**config.mk**
```make
export PLATFORM = sky130hd
export DESIGN_NAME = depth_player_pixel_colorizer
export DESIGN_NICKNAME = d
export VERILOG_FILES = /design/src/dppc_pkg.sv /design/src/depth_player_pixel_colorizer.sv /design/src/dppc_front.sv /design/src/dppc_queue.sv /design/src/dppc_back.sv
export SDC_FILE = /design/constraint.sdc
export NUM_CORES = 1
export LEC_CHECK = 0
export ABC_AREA = 1
export BUFFER_PORTS_ARGS = -buffer_cell sky130_fd_sc_hd__buf_2
export CAP_MARGIN = 25
export CORE_ASPECT_RATIO = 0.8
export CORE_MARGIN = 3
export CORE_UTILIZATION = 35
export DETAILED_ROUTE_END_ITERATION = 16
export GPL_ROUTABILITY_DRIVEN = 0
export GPL_TIMING_DRIVEN = 1
export SYNTH_ARGS = -nofsm -noshare
export SYNTH_HDL_FRONTEND = slang
export SYNTH_SLANG_ARGS = --single-unit
```
**constraint.sdc**
```tcl
create_clock -name clk -period 8.8 [get_ports clk]
set_input_delay 0.88 -clock clk [delete_from_list [all_inputs] [get_ports clk]]
set_output_delay 0.88 -clock clk [all_outputs]
set_load 0.02 [all_outputs]
```
**src/dppc_pkg.sv**
```systemverilog
// shared types and constants for the depth player pixel colorizer
`timescale 1ns / 1ps
package dppc_pkg;

  localparam int DEPTH_W      = 13;
  localparam int PLAYER_W     = 3;
  localparam int SLOTS        = 6;
  localparam int COUNT_W      = 3;
  localparam int CFG_INDEX_W  = 2;
  localparam int DEPTH_DIVISOR = 4095;

  localparam logic [PLAYER_W-1:0] PLAYER_NONE  = 3'd0;
  localparam logic [PLAYER_W-1:0] PLAYER_SPARE = 3'd7;

  // register indexes of the configuration port
  typedef enum logic [CFG_INDEX_W-1:0] {
    REG_BINARY_MODE       = 2'd0,
    REG_INVERT_BINARY     = 2'd1,
    REG_GREYSCALE_MODE    = 2'd2,
    REG_REMOVE_BACKGROUND = 2'd3
  } reg_index_t;

  typedef struct packed {
    logic [15:0] depth_word;
    logic        frame_last;
  } pixel_t;

  typedef struct packed {
    logic [7:0]         red;
    logic [7:0]         green;
    logic [7:0]         blue;
    logic               frame_done;
    logic [COUNT_W-1:0] active_count;
    logic [SLOTS-1:0]   active_mask;
  } color_t;

  // classified pixel handed from front to back
  typedef struct packed {
    logic [7:0]          inten;
    logic [PLAYER_W-1:0] player;
    logic                bg;
    logic                frame_done;
    logic [COUNT_W-1:0]  active_count;
    logic [SLOTS-1:0]    active_mask;
  } cls_t;

  typedef struct packed {
    logic binary_mode;
    logic invert_binary;
    logic greyscale_mode;
    logic remove_background;
  } cfg_t;

endpackage

```
**src/depth_player_pixel_colorizer.sv**
```systemverilog
// top level of the depth player pixel colorizer
//
//   channel  | direction | payload   | handshake
//   ---------+-----------+-----------+----------------------------------
//   pixel    | in        | pixel_t   | pixel_valid / pixel_stall
//   color    | out       | color_t   | color_valid / color_stall
//   cfg      | in        | 1 bit     | cfg_we, cfg_index (write only)
//
// one pixel per clock sustained while pixel_stall is low; the front writes
// the queue at the accepting edge, then the back loads the output register
// from the queue when the output register is empty or color_stall is low
// the front path is an add, a compare and an increment for the divide by 4095
// plus the player mask update, the back path is the colour selection
// synchronous reset clears the configuration, the player mask, the queue
// and the output valid; no clearing pass
// pixel_stall rises only when the queue is full, which happens only while
// color_stall holds the output register
`timescale 1ns / 1ps
module depth_player_pixel_colorizer #(
  parameter int QUEUE_DEPTH = 2
) (
  input  logic                                clk,
  input  logic                                rst,
  input  logic                                pixel_valid,
  output logic                                pixel_stall,
  input  dppc_pkg::pixel_t                    pixel,
  output logic                                color_valid,
  input  logic                                color_stall,
  output dppc_pkg::color_t                    color,
  input  logic                                cfg_we,
  input  logic [dppc_pkg::CFG_INDEX_W-1:0]    cfg_index,
  input  logic                                cfg_data
);
  import dppc_pkg::*;

  cfg_t cfg;
  logic push, pop, q_valid, q_full;
  cls_t push_entry, pop_entry;

  // configuration registers; the user must write them only while idle, the block itself does not enforce this
  always_ff @(posedge clk) begin
    if (rst) begin
      cfg <= '0;
    end else if (cfg_we) begin
      case (cfg_index)
        REG_BINARY_MODE:       cfg.binary_mode       <= cfg_data;
        REG_INVERT_BINARY:     cfg.invert_binary     <= cfg_data;
        REG_GREYSCALE_MODE:    cfg.greyscale_mode    <= cfg_data;
        REG_REMOVE_BACKGROUND: cfg.remove_background <= cfg_data;
        default: ;
      endcase
    end
  end

  // stall comes straight from the queue fill, never from color_stall
  assign pixel_stall = q_full;

  dppc_front u_front (
    .clk         (clk),
    .rst         (rst),
    .pixel_valid (pixel_valid),
    .pixel       (pixel),
    .q_full      (q_full),
    .push        (push),
    .entry       (push_entry)
  );

  dppc_queue #(
    .DEPTH (QUEUE_DEPTH)
  ) u_queue (
    .clk       (clk),
    .rst       (rst),
    .push      (push),
    .din       (push_entry),
    .pop       (pop),
    .dout      (pop_entry),
    .not_empty (q_valid),
    .full      (q_full)
  );

  dppc_back u_back (
    .clk         (clk),
    .rst         (rst),
    .cfg         (cfg),
    .q_valid     (q_valid),
    .entry       (pop_entry),
    .pop         (pop),
    .color_valid (color_valid),
    .color_stall (color_stall),
    .color       (color)
  );

endmodule

```
**src/dppc_front.sv**
```systemverilog
// front end: accepts pixels, derives intensity and player, tracks players per frame
`timescale 1ns / 1ps
module dppc_front (
  input  logic            clk,
  input  logic            rst,
  input  logic            pixel_valid,
  input  dppc_pkg::pixel_t pixel,
  input  logic            q_full,
  output logic            push,
  output dppc_pkg::cls_t  entry
);
  import dppc_pkg::*;

  logic [SLOTS-1:0]    players_seen;
  logic [SLOTS-1:0]    players_seen_next;
  logic [DEPTH_W-1:0]  depth;
  logic [PLAYER_W-1:0] player;
  logic                bg;
  logic [8:0]          quot_lo;
  logic [12:0]         rem;
  logic                rem_ge;
  logic [7:0]          quot;
  logic [COUNT_W-1:0]  pop_count;

  assign depth  = pixel.depth_word[15:3];
  assign player = pixel.depth_word[2:0];
  assign bg     = (player == PLAYER_NONE) || (player == PLAYER_SPARE);

  // 256*d / 4095: first guess d>>4, remainder (d&15)<<8 + guess stays below 2*4095
  assign quot_lo = depth[12:4];
  assign rem     = {1'b0, depth[3:0], 8'h00} + {4'b0, quot_lo};
  assign rem_ge  = rem >= 13'(DEPTH_DIVISOR);
  assign quot    = quot_lo[7:0] + {7'b0, rem_ge};

  assign players_seen_next = bg ? players_seen
                                : players_seen | (SLOTS'(1) << (player - 3'd1));

  always_comb begin
    pop_count = '0;
    for (int i = 0; i < SLOTS; i++) begin
      pop_count = pop_count + COUNT_W'(players_seen_next[i]);
    end
  end

  assign push = pixel_valid && !q_full;

  always_comb begin
    entry.inten        = 8'hFF - quot;
    entry.player       = player;
    entry.bg           = bg;
    entry.frame_done   = pixel.frame_last;
    entry.active_count = pixel.frame_last ? pop_count : '0;
    entry.active_mask  = pixel.frame_last ? players_seen_next : '0;
  end

  always_ff @(posedge clk) begin
    if (rst) begin
      players_seen <= '0;
    end else if (push) begin
      players_seen <= pixel.frame_last ? '0 : players_seen_next;
    end
  end

endmodule

```
**src/dppc_queue.sv**
```systemverilog
// short queue of classified pixels between front and back
`timescale 1ns / 1ps
module dppc_queue #(
  parameter int DEPTH = 2
) (
  input  logic           clk,
  input  logic           rst,
  input  logic           push,
  input  dppc_pkg::cls_t din,
  input  logic           pop,
  output dppc_pkg::cls_t dout,
  output logic           not_empty,
  output logic           full
);
  import dppc_pkg::*;

  localparam int PTR_W = $clog2(DEPTH);
  localparam int CNT_W = $clog2(DEPTH + 1);

  cls_t             slots [DEPTH];
  logic [PTR_W-1:0] wr_ptr;
  logic [PTR_W-1:0] rd_ptr;
  logic [CNT_W-1:0] count;

  function automatic logic [PTR_W-1:0] wrap_inc(input logic [PTR_W-1:0] p);
    return (p == PTR_W'(DEPTH - 1)) ? '0 : p + PTR_W'(1);
  endfunction

  assign not_empty = count != '0;
  assign full      = count == CNT_W'(DEPTH);
  assign dout      = slots[rd_ptr];

  always_ff @(posedge clk) begin
    if (push) begin
      slots[wr_ptr] <= din;
    end
  end

  always_ff @(posedge clk) begin
    if (rst) begin
      wr_ptr <= '0;
      rd_ptr <= '0;
      count  <= '0;
    end else begin
      if (push) wr_ptr <= wrap_inc(wr_ptr);
      if (pop)  rd_ptr <= wrap_inc(rd_ptr);
      if (push && !pop)      count <= count + CNT_W'(1);
      else if (pop && !push) count <= count - CNT_W'(1);
    end
  end

endmodule

```
**src/dppc_back.sv**
```systemverilog
// back end: turns a classified pixel into rgb and holds the output register
`timescale 1ns / 1ps
module dppc_back (
  input  logic            clk,
  input  logic            rst,
  input  dppc_pkg::cfg_t  cfg,
  input  logic            q_valid,
  input  dppc_pkg::cls_t  entry,
  output logic            pop,
  output logic            color_valid,
  input  logic            color_stall,
  output dppc_pkg::color_t color
);
  import dppc_pkg::*;

  logic [7:0] r, g, b;
  logic [7:0] half, quarter, level;
  logic       blank;

  assign half    = entry.inten >> 1;
  assign quarter = entry.inten >> 2;
  assign blank   = entry.bg && cfg.remove_background;

  always_comb begin
    r = '0;
    g = '0;
    b = '0;
    level = '0;
    if (cfg.binary_mode) begin
      level = (blank ^ cfg.invert_binary) ? 8'h00 : 8'hFF;
      r = level; g = level; b = level;
    end else if (cfg.greyscale_mode) begin
      level = blank ? 8'h00 : entry.inten;
      r = level; g = level; b = level;
    end else begin
      case (entry.player)
        3'd0: begin
          level = cfg.remove_background ? 8'h00 : half;
          r = level; g = level; b = level;
        end
        3'd1: r = entry.inten;
        3'd2: g = entry.inten;
        3'd3: begin r = quarter; g = entry.inten; b = entry.inten; end
        3'd4: begin r = entry.inten; g = entry.inten; b = quarter; end
        3'd5: begin r = entry.inten; g = quarter; b = entry.inten; end
        3'd6: begin r = half; g = half; b = entry.inten; end
        default: begin
          level = cfg.remove_background ? 8'h00 : 8'hFF - half;
          r = level; g = level; b = level;
        end
      endcase
    end
  end

  assign pop = q_valid && (!color_valid || !color_stall);

  always_ff @(posedge clk) begin
    if (pop) begin
      color.red          <= r;
      color.green        <= g;
      color.blue         <= b;
      color.frame_done   <= entry.frame_done;
      color.active_count <= entry.active_count;
      color.active_mask  <= entry.active_mask;
    end
  end

  always_ff @(posedge clk) begin
    if (rst) begin
      color_valid <= 1'b0;
    end else if (pop) begin
      color_valid <= 1'b1;
    end else if (!color_stall) begin
      color_valid <= 1'b0;
    end
  end

endmodule

```
==> metrics.txt, run 1 <==
Port Buffer Count=60; number of buffer and inverter instances along the worst setup path=3; Layout Skew=~0.0078 ns; post-layout total power=1.941 mW; sum of negative setup slack=0 ns; CP dominant cell by count=sky130_fd_sc_hd__fa_1; antenna violations before repair=0; later-pin clock latency in the skew report=0.35 ns; Setup Viol. Count Final=0; fillcell total=1337; max-capacitance violation count=0; Post-Syn Nets=582; number of distinct standard cells referenced by the synthesized netlist=39; number of global-route vias before repair=3700; Synth async-reset ratio=0%; clock tree root driver cell=sky130_fd_sc_hd__clkbuf_16; Critical Path Max Stage Delay=about 0.55 ns; ratio of cells with drive above 1 in the final layout=about 17%; DRC marker count from the first detailed-route iteration=371; kind of end point of the critical path=register; Clock Sinks=94; slew at the pin closest to its max-slew limit=0.7484 ns; Final Max Tran Viols=0; peak supply drop=252.7 uV; clock-pin slew of the registers on the worst-case setup and hold paths=0.07 ns; Setup CP Type=input port to register; FF+latch count, synth=94; Post-Layout Inst Area=5609 sq um; Chip Width=137.0 um; Startpoint Class=input port; Total Wirelength=10410 um; power per unit of standard cell area=346.1 nW/um^2; proportion of synthesized chip area in sequential cells=55.45%; worst reg2reg endpoint=u_queue.slots[0][7]; type of the tightest min-delay check=register to register; GRT Overall Usage=14.26%; DRC violations left=0; Final Critical Period=3.331 ns; y dimension of the die=about 110 um; top post-synthesis cells by area=sky130_fd_sc_hd__edfxtp_1, sky130_fd_sc_hd__nand2_1, sky130_fd_sc_hd__dfxtp_1, sky130_fd_sc_hd__inv_1, sky130_fd_sc_hd__nor2_1; effective utilization at floorplan=36.52%; critical path's top delay family=adder cells; cell count of the worst reg-to-reg path=8; Die ar.=15170 sq um; final net count=645; hold violation total from the final report=0; top flip-flop cell by instance count after synthesis=sky130_fd_sc_hd__edfxtp_1; Synth Area per Inst=between 8 and 9 sq um; vias=3859; Syn Inst Count=~550; pin count of the biggest net entering global routing=38; Core Area=~13000 sq um; hold-critical path depth=2; placed insts=775; data arrival time of the critical path=3.43 ns; hold slack final=0.4642 ns; Max H-tree Level=3; number of buffers inserted during clock tree synthesis=9; Hold Buf Count CTS=0; relative max-transition margin=50.05%; Detail Placement HPWL=7414 um; critical-path cell list=buf_2, inv_1, or2_2, o21ai_0, ha_1, inv_1, fa_1, fa_1, fa_1, nor2_1; Worst Min Path Start=u_front.players_seen[0]; Final Instance Count excl. Fillers=between 700 and 800; biggest area consumer among synthesized cells=sky130_fd_sc_hd__edfxtp_1; final critical-path share of the clock period=between 30% and 40%; Setup Buffers After CTS=0; Antenna Cells=0; Post-Place Cell Area=5283 sq um; Synth top area share=48.78%; wire length of the first global-routing pass=17500 um; RSZ-0062 raised after global routing=false; Mapped Area=4802 sq um; First-pass DRT Iterations=4; Area growth syn-to-layout=16.81%; Hold EP=u_front.players_seen[0]; total global routing overflow=0; I/O pins=61; critical register-to-register path startpoint=u_front.players_seen[1]; detailed-route wire length per cell=13.16 um; master of the slowest instance on the critical path=sky130_fd_sc_hd__fa_1; vias per cell=4.879; maximum frequency from static timing analysis=0.3002 GHz; leakage dissipation=2.511 nW; status=completed; cell row count=37; crit path max fanout=5; count of flip-flops with a built-in enable after synthesis=78; cts repair resizes=0; number of nets still failing antenna checks after routing=0; internal reg-to-reg setup slack=between 6 and 7 ns; Yosys warning total=0; number of buffers between clock root and the deepest sink=2; CP required=8.89 ns; CTS tree=built
-- Yosys cell counts (all sizes together) (3+ instances only) --
cell and instances:
nand2 233, edfxtp 78, inv 51, nor2 46, o21ai 25, nand4 22
nand3 17, dfxtp 16, a21oi 14, buf 7, ha 6, xnor2 6
clkbuf 5, fa 3, nor3 3, or2 3, xor2 3
-- how the worst max path moves through the flow --
stage                         from                   to  slack, ns  depth (start not counted)
after global placement    pixel[1]  u_queue.slots[0][7]       5.15                         10
after detailed placement  pixel[1]  u_queue.slots[0][7]       5.10                         10
after CTS                 pixel[1]  u_queue.slots[1][7]       5.46                         10
final                     pixel[1]  u_queue.slots[0][7]       5.47                         10
after global routing      pixel[1]  u_queue.slots[1][7]       5.29                         10
after floorplan           pixel[1]  u_queue.slots[0][7]       5.36                          9
-- final cells by class --
class	instances	area [sq um]	area share, %
repair buffers	64	330.3	5.889
multi-input cells	389	1867	33.28
clock inverters	6	97.59	1.740
flip-flops and latches	94	2663	47.47
well taps	175	219.0	3.904
clock buffers	10	229.0	4.082
inverters	53	203.9	3.636
-- placed cells by master, fill, tap and decap left out, types with 4 or more instances in the layout --
master                      instances
sky130_fd_sc_hd__inv_1             49
sky130_fd_sc_hd__dfxtp_1           16
sky130_fd_sc_hd__nand4_1           22
sky130_fd_sc_hd__nor2_2             5
sky130_fd_sc_hd__nand2_1          223
sky130_fd_sc_hd__xnor2_1            6
sky130_fd_sc_hd__a21oi_1           13
sky130_fd_sc_hd__edfxtp_1          78
sky130_fd_sc_hd__nor2_1            39
sky130_fd_sc_hd__clkbuf_16          9
sky130_fd_sc_hd__o21ai_0           19
sky130_fd_sc_hd__inv_6              4
sky130_fd_sc_hd__ha_1               6
sky130_fd_sc_hd__buf_4              4
sky130_fd_sc_hd__nand2_2            9
sky130_fd_sc_hd__buf_2             60
sky130_fd_sc_hd__nand3_1           16
-- logic make-up after synthesis --
kind of cell | count (synthesis) | share of synthesized area (%)
AND/OR/NAND/NOR | 327 | 29.03
flip-flops | 94 | 55.45
buffers and inverters | 65 | 5.680
AO/OA/AOI/OAI | 44 | 5.394
XOR/XNOR | 9 | 1.642
adder cells (fa/ha/maj) | 9 | 2.814
-- state kept, by name, indices dropped and copies added (netlist names), named ones only --
register,flops
u_queue.rd_ptr,1
u_queue.slots,44
u_queue.wr_ptr,1
u_front.players_seen,6
u_back.color_valid,1
u_queue.count,2
u_back.color,34
cfg,4
-- power by group --
group,internal (mW),leakage (nW),total (mW),switching (mW)
Combinational,0.235,1.47,0.813,0.579
Sequential,0.666,0.879,0.700,0.0331
Clock,0.254,0.160,0.428,0.174
Total,1.16,2.51,1.94,0.786
-- layer usage --
| layer | wire length (um) | GRT usage, % | up-vias |
|---|---|---|---|
| li1 | - | - | 1923 |
| met1 | 4818 | 19.35 | 1803 |
| met2 | 4923 | 22.93 | 123 |
| met3 | 568 | 3.630 | 10 |
| met4 | 100 | 3.258 | 0 |
| met5 | 0 | 0 | - |
-- worst min-delay path, stage by stage, from the launching register on --
cell and delay [ns]:
sky130_fd_sc_hd__dfxtp_1 0.31, sky130_fd_sc_hd__nand2_1 0.06, sky130_fd_sc_hd__a21oi_1 0.05
-- stage by stage --
stage	setup slack, ns	utilization, %
detailed placement	5.096	40.18
global route	5.291	42.66
floorplan	5.363	-
global placement	5.146	40.18
CTS	5.464	42.66
finish	5.469	42.66
Note: power is estimated with default switching activity, not from simulation.
==> run 2, diff against run 1 <==
clock period = 3.3 ns   (was 8.8 ns; I/O delays follow)
==> metrics.txt, run 2 (synthesized netlist as in run 1, its figures left out) <==
antenna violations before repair=0; Antenna Cells=0; Setup CP Type=input port to register; leakage dissipation=about 2.5 nW; power per unit of standard cell area=~910 nW/um^2; crit path max fanout=5; register bank with the most flops=u_queue.slots; maximum frequency from static timing analysis=0.3487 GHz; Setup Viol. Count Final=0; hold violation total from the final report=0; sum of negative setup slack=0 ns; effective utilization at floorplan=between 30% and 40%; part of the total power dissipated in sequential elements=between 30% and 40%; Port Buffer Count=60; Final Max Tran Viols=0; Setup Buffers After CTS=0; net switching component of the power=2.075 mW; DRC violations left=0; fraction of power spent switching nets=41.11%; RSZ-0062 raised after global routing=false; vias per cell=between 4 and 5; data arrival time of the critical path=2.96 ns; cts repair resizes=0; total global routing overflow=0; Crit. Startpoint=pixel[1]; most common cell after layout, fill and taps aside=sky130_fd_sc_hd__nand2_1; DRC marker count from the first detailed-route iteration=334; later-pin clock latency in the skew report=0.35 ns; peak supply drop=620.8 uV; clock tree root driver cell=sky130_fd_sc_hd__clkbuf_16; Combinational Power Share=42.6%; detailed-route wire length per cell=~13 um; Area growth syn-to-layout=16.10%; CP required=between 3 and 4 ns; Post-Place Cell Area=between 5000 and 6000 sq um; Layout Skew=around 0.01 ns; wire length of the first global-routing pass=17750 um; number of flip-flops in the largest register=44; pin count of the biggest net entering global routing=38; area taken by flip-flops and latches=2663 sq um; First-pass DRT Iterations=4; vias=roughly 3800; type of the tightest min-delay check=input port to register; critical path capture point=u_queue.slots[0][7]; critical register-to-register path startpoint=u_front.players_seen[0]; status=completed; hold slack final=approximately 0.2 ns; cell count of the worst reg-to-reg path=8; Post-Layout Inst Area=5575 sq um; Chip Width=137.0 um; area used by multi-input combinational logic=1867 sq um; worst reg2reg endpoint=u_queue.slots[0][7]; CTS tree=built; Detail Placement HPWL=between 7000 and 8000 um; number of buffers between clock root and the deepest sink=2; Total Wirelength=slightly above 10000 um; Clock Sinks=94; I/O pins=61; max-capacitance violation count=0; relative max-transition margin=51.79%; Max H-tree Level=3; largest registers=u_queue.slots: 44 flops, u_back.color: 34 flops, u_front.players_seen: 6 flops; Hold Buf Count CTS=0; final critical-path share of the clock period=86.91%; part of the power in the clock network=20.2%; kind of end point of the critical path=register; Startpoint Class=input port; cell-internal power=2.972 mW; number of global-route vias before repair=just under 4000; number of nets still failing antenna checks after routing=0; number of buffers inserted during clock tree synthesis=9; Final Critical Period=2.868 ns; fillcell total=1323; ratio of cells with drive above 1 in the final layout=~17%; cell row count=37; slew at the pin closest to its max-slew limit=0.7224 ns; clock-pin slew of the registers on the worst-case setup and hold paths=0.07 ns; top library cells by usage in the layout, fill and taps aside=sky130_fd_sc_hd__nand2_1, sky130_fd_sc_hd__edfxtp_1, sky130_fd_sc_hd__buf_2; post-layout total power=5.046 mW; GRT Overall Usage=14.52%; Die ar.=15170 sq um; y dimension of the die=110.8 um; Core Area=between 10000 and 15000 sq um; final net count=645; internal reg-to-reg setup slack=0.62 ns
==> run 2: cell count changes in the layout (fill, tap and decap cells not counted) <==
| cell | change |
|---|---|
| sky130_fd_sc_hd__bufinv_16 | -2 |
| sky130_fd_sc_hd__clkbuf_1 | +1 |
| sky130_fd_sc_hd__clkbuf_16 | +1 |
| sky130_fd_sc_hd__inv_6 | +1 |
| sky130_fd_sc_hd__inv_8 | -1 |
==> run 2: per-stage QoR <==
step / worst slack [ns] / utilization [%] / cells
2_1_floorplan: 0.4133 / - / 548
6_report: 0.4319 / 42.41 / 791
4_1_cts: 0.4504 / 42.41 / 791
3_3_place_gp: 0.1946 / 40.18 / 775
5_1_grt: 0.3093 / 42.41 / 791
3_5_place_dp: 0.07543 / 40.18 / 775
==> run 2: how the worst min path moves through the flow <==
stage | cells after the start | to | start
after global routing | 1 | u_queue.slots[0][9] | pixel[0]
final | 1 | u_queue.slots[0][9] | pixel[0]
after detailed placement | 1 | register | u_queue.rd_ptr
after floorplan | 1 | u_back.color_valid | rst
after CTS | 1 | u_queue.slots[0][9] | pixel[0]
after global placement | 1 | u_queue.rd_ptr | u_queue.rd_ptr
==> run 2: final cells by class <==
| class | instances | area share, % |
|---|---|---|
| Inverter | 53 | 3.658 |
| Tap cell | 175 | 3.927 |
| Clock inverter | 4 | 0.6284 |
| Timing Repair Buffer | 64 | 5.925 |
| Sequential cell | 94 | 47.76 |
| Clock buffer | 12 | 4.623 |
| Multi-Input combinational cell | 389 | 33.48 |
==> run 2: power by group through the flow <==
stage,clock network [mW],logic (mW),registers [mW]
2_1_floorplan,0,1.28,2.20
3_3_place_gp,0,2.12,1.90
3_5_place_dp,0,2.16,1.91
4_1_cts,1.04,2.17,1.88
5_1_grt,1.10,2.44,1.92
6_report,1.02,2.15,1.88
==> run 2: metal layers <==
| metal | wire length, um | part of all wire [%] | GRT usage [%] | up-vias |
|---|---|---|---|---|
| met5 | 0 | 0 | 0 | - |
| met4 | 166 | 1.6 | 4.521 | 0 |
| met3 | 574 | 5.6 | 3.675 | 15 |
| met2 | 4926 | 48 | 23.72 | 111 |
| met1 | 4674 | 45 | 18.86 | 1790 |
| li1 | - | - | - | 1931 |
==> run 2: worst max-delay path, cell delays in order <==
cell and delay, ns:
sky130_fd_sc_hd__buf_2 0.12, sky130_fd_sc_hd__inv_1 0.05, sky130_fd_sc_hd__or2_2 0.29, sky130_fd_sc_hd__o21ai_0 0.34, sky130_fd_sc_hd__ha_1 0.30, sky130_fd_sc_hd__inv_1 0.08
sky130_fd_sc_hd__fa_1 0.42, sky130_fd_sc_hd__fa_1 0.43, sky130_fd_sc_hd__fa_1 0.54, sky130_fd_sc_hd__nor2_1 0.05
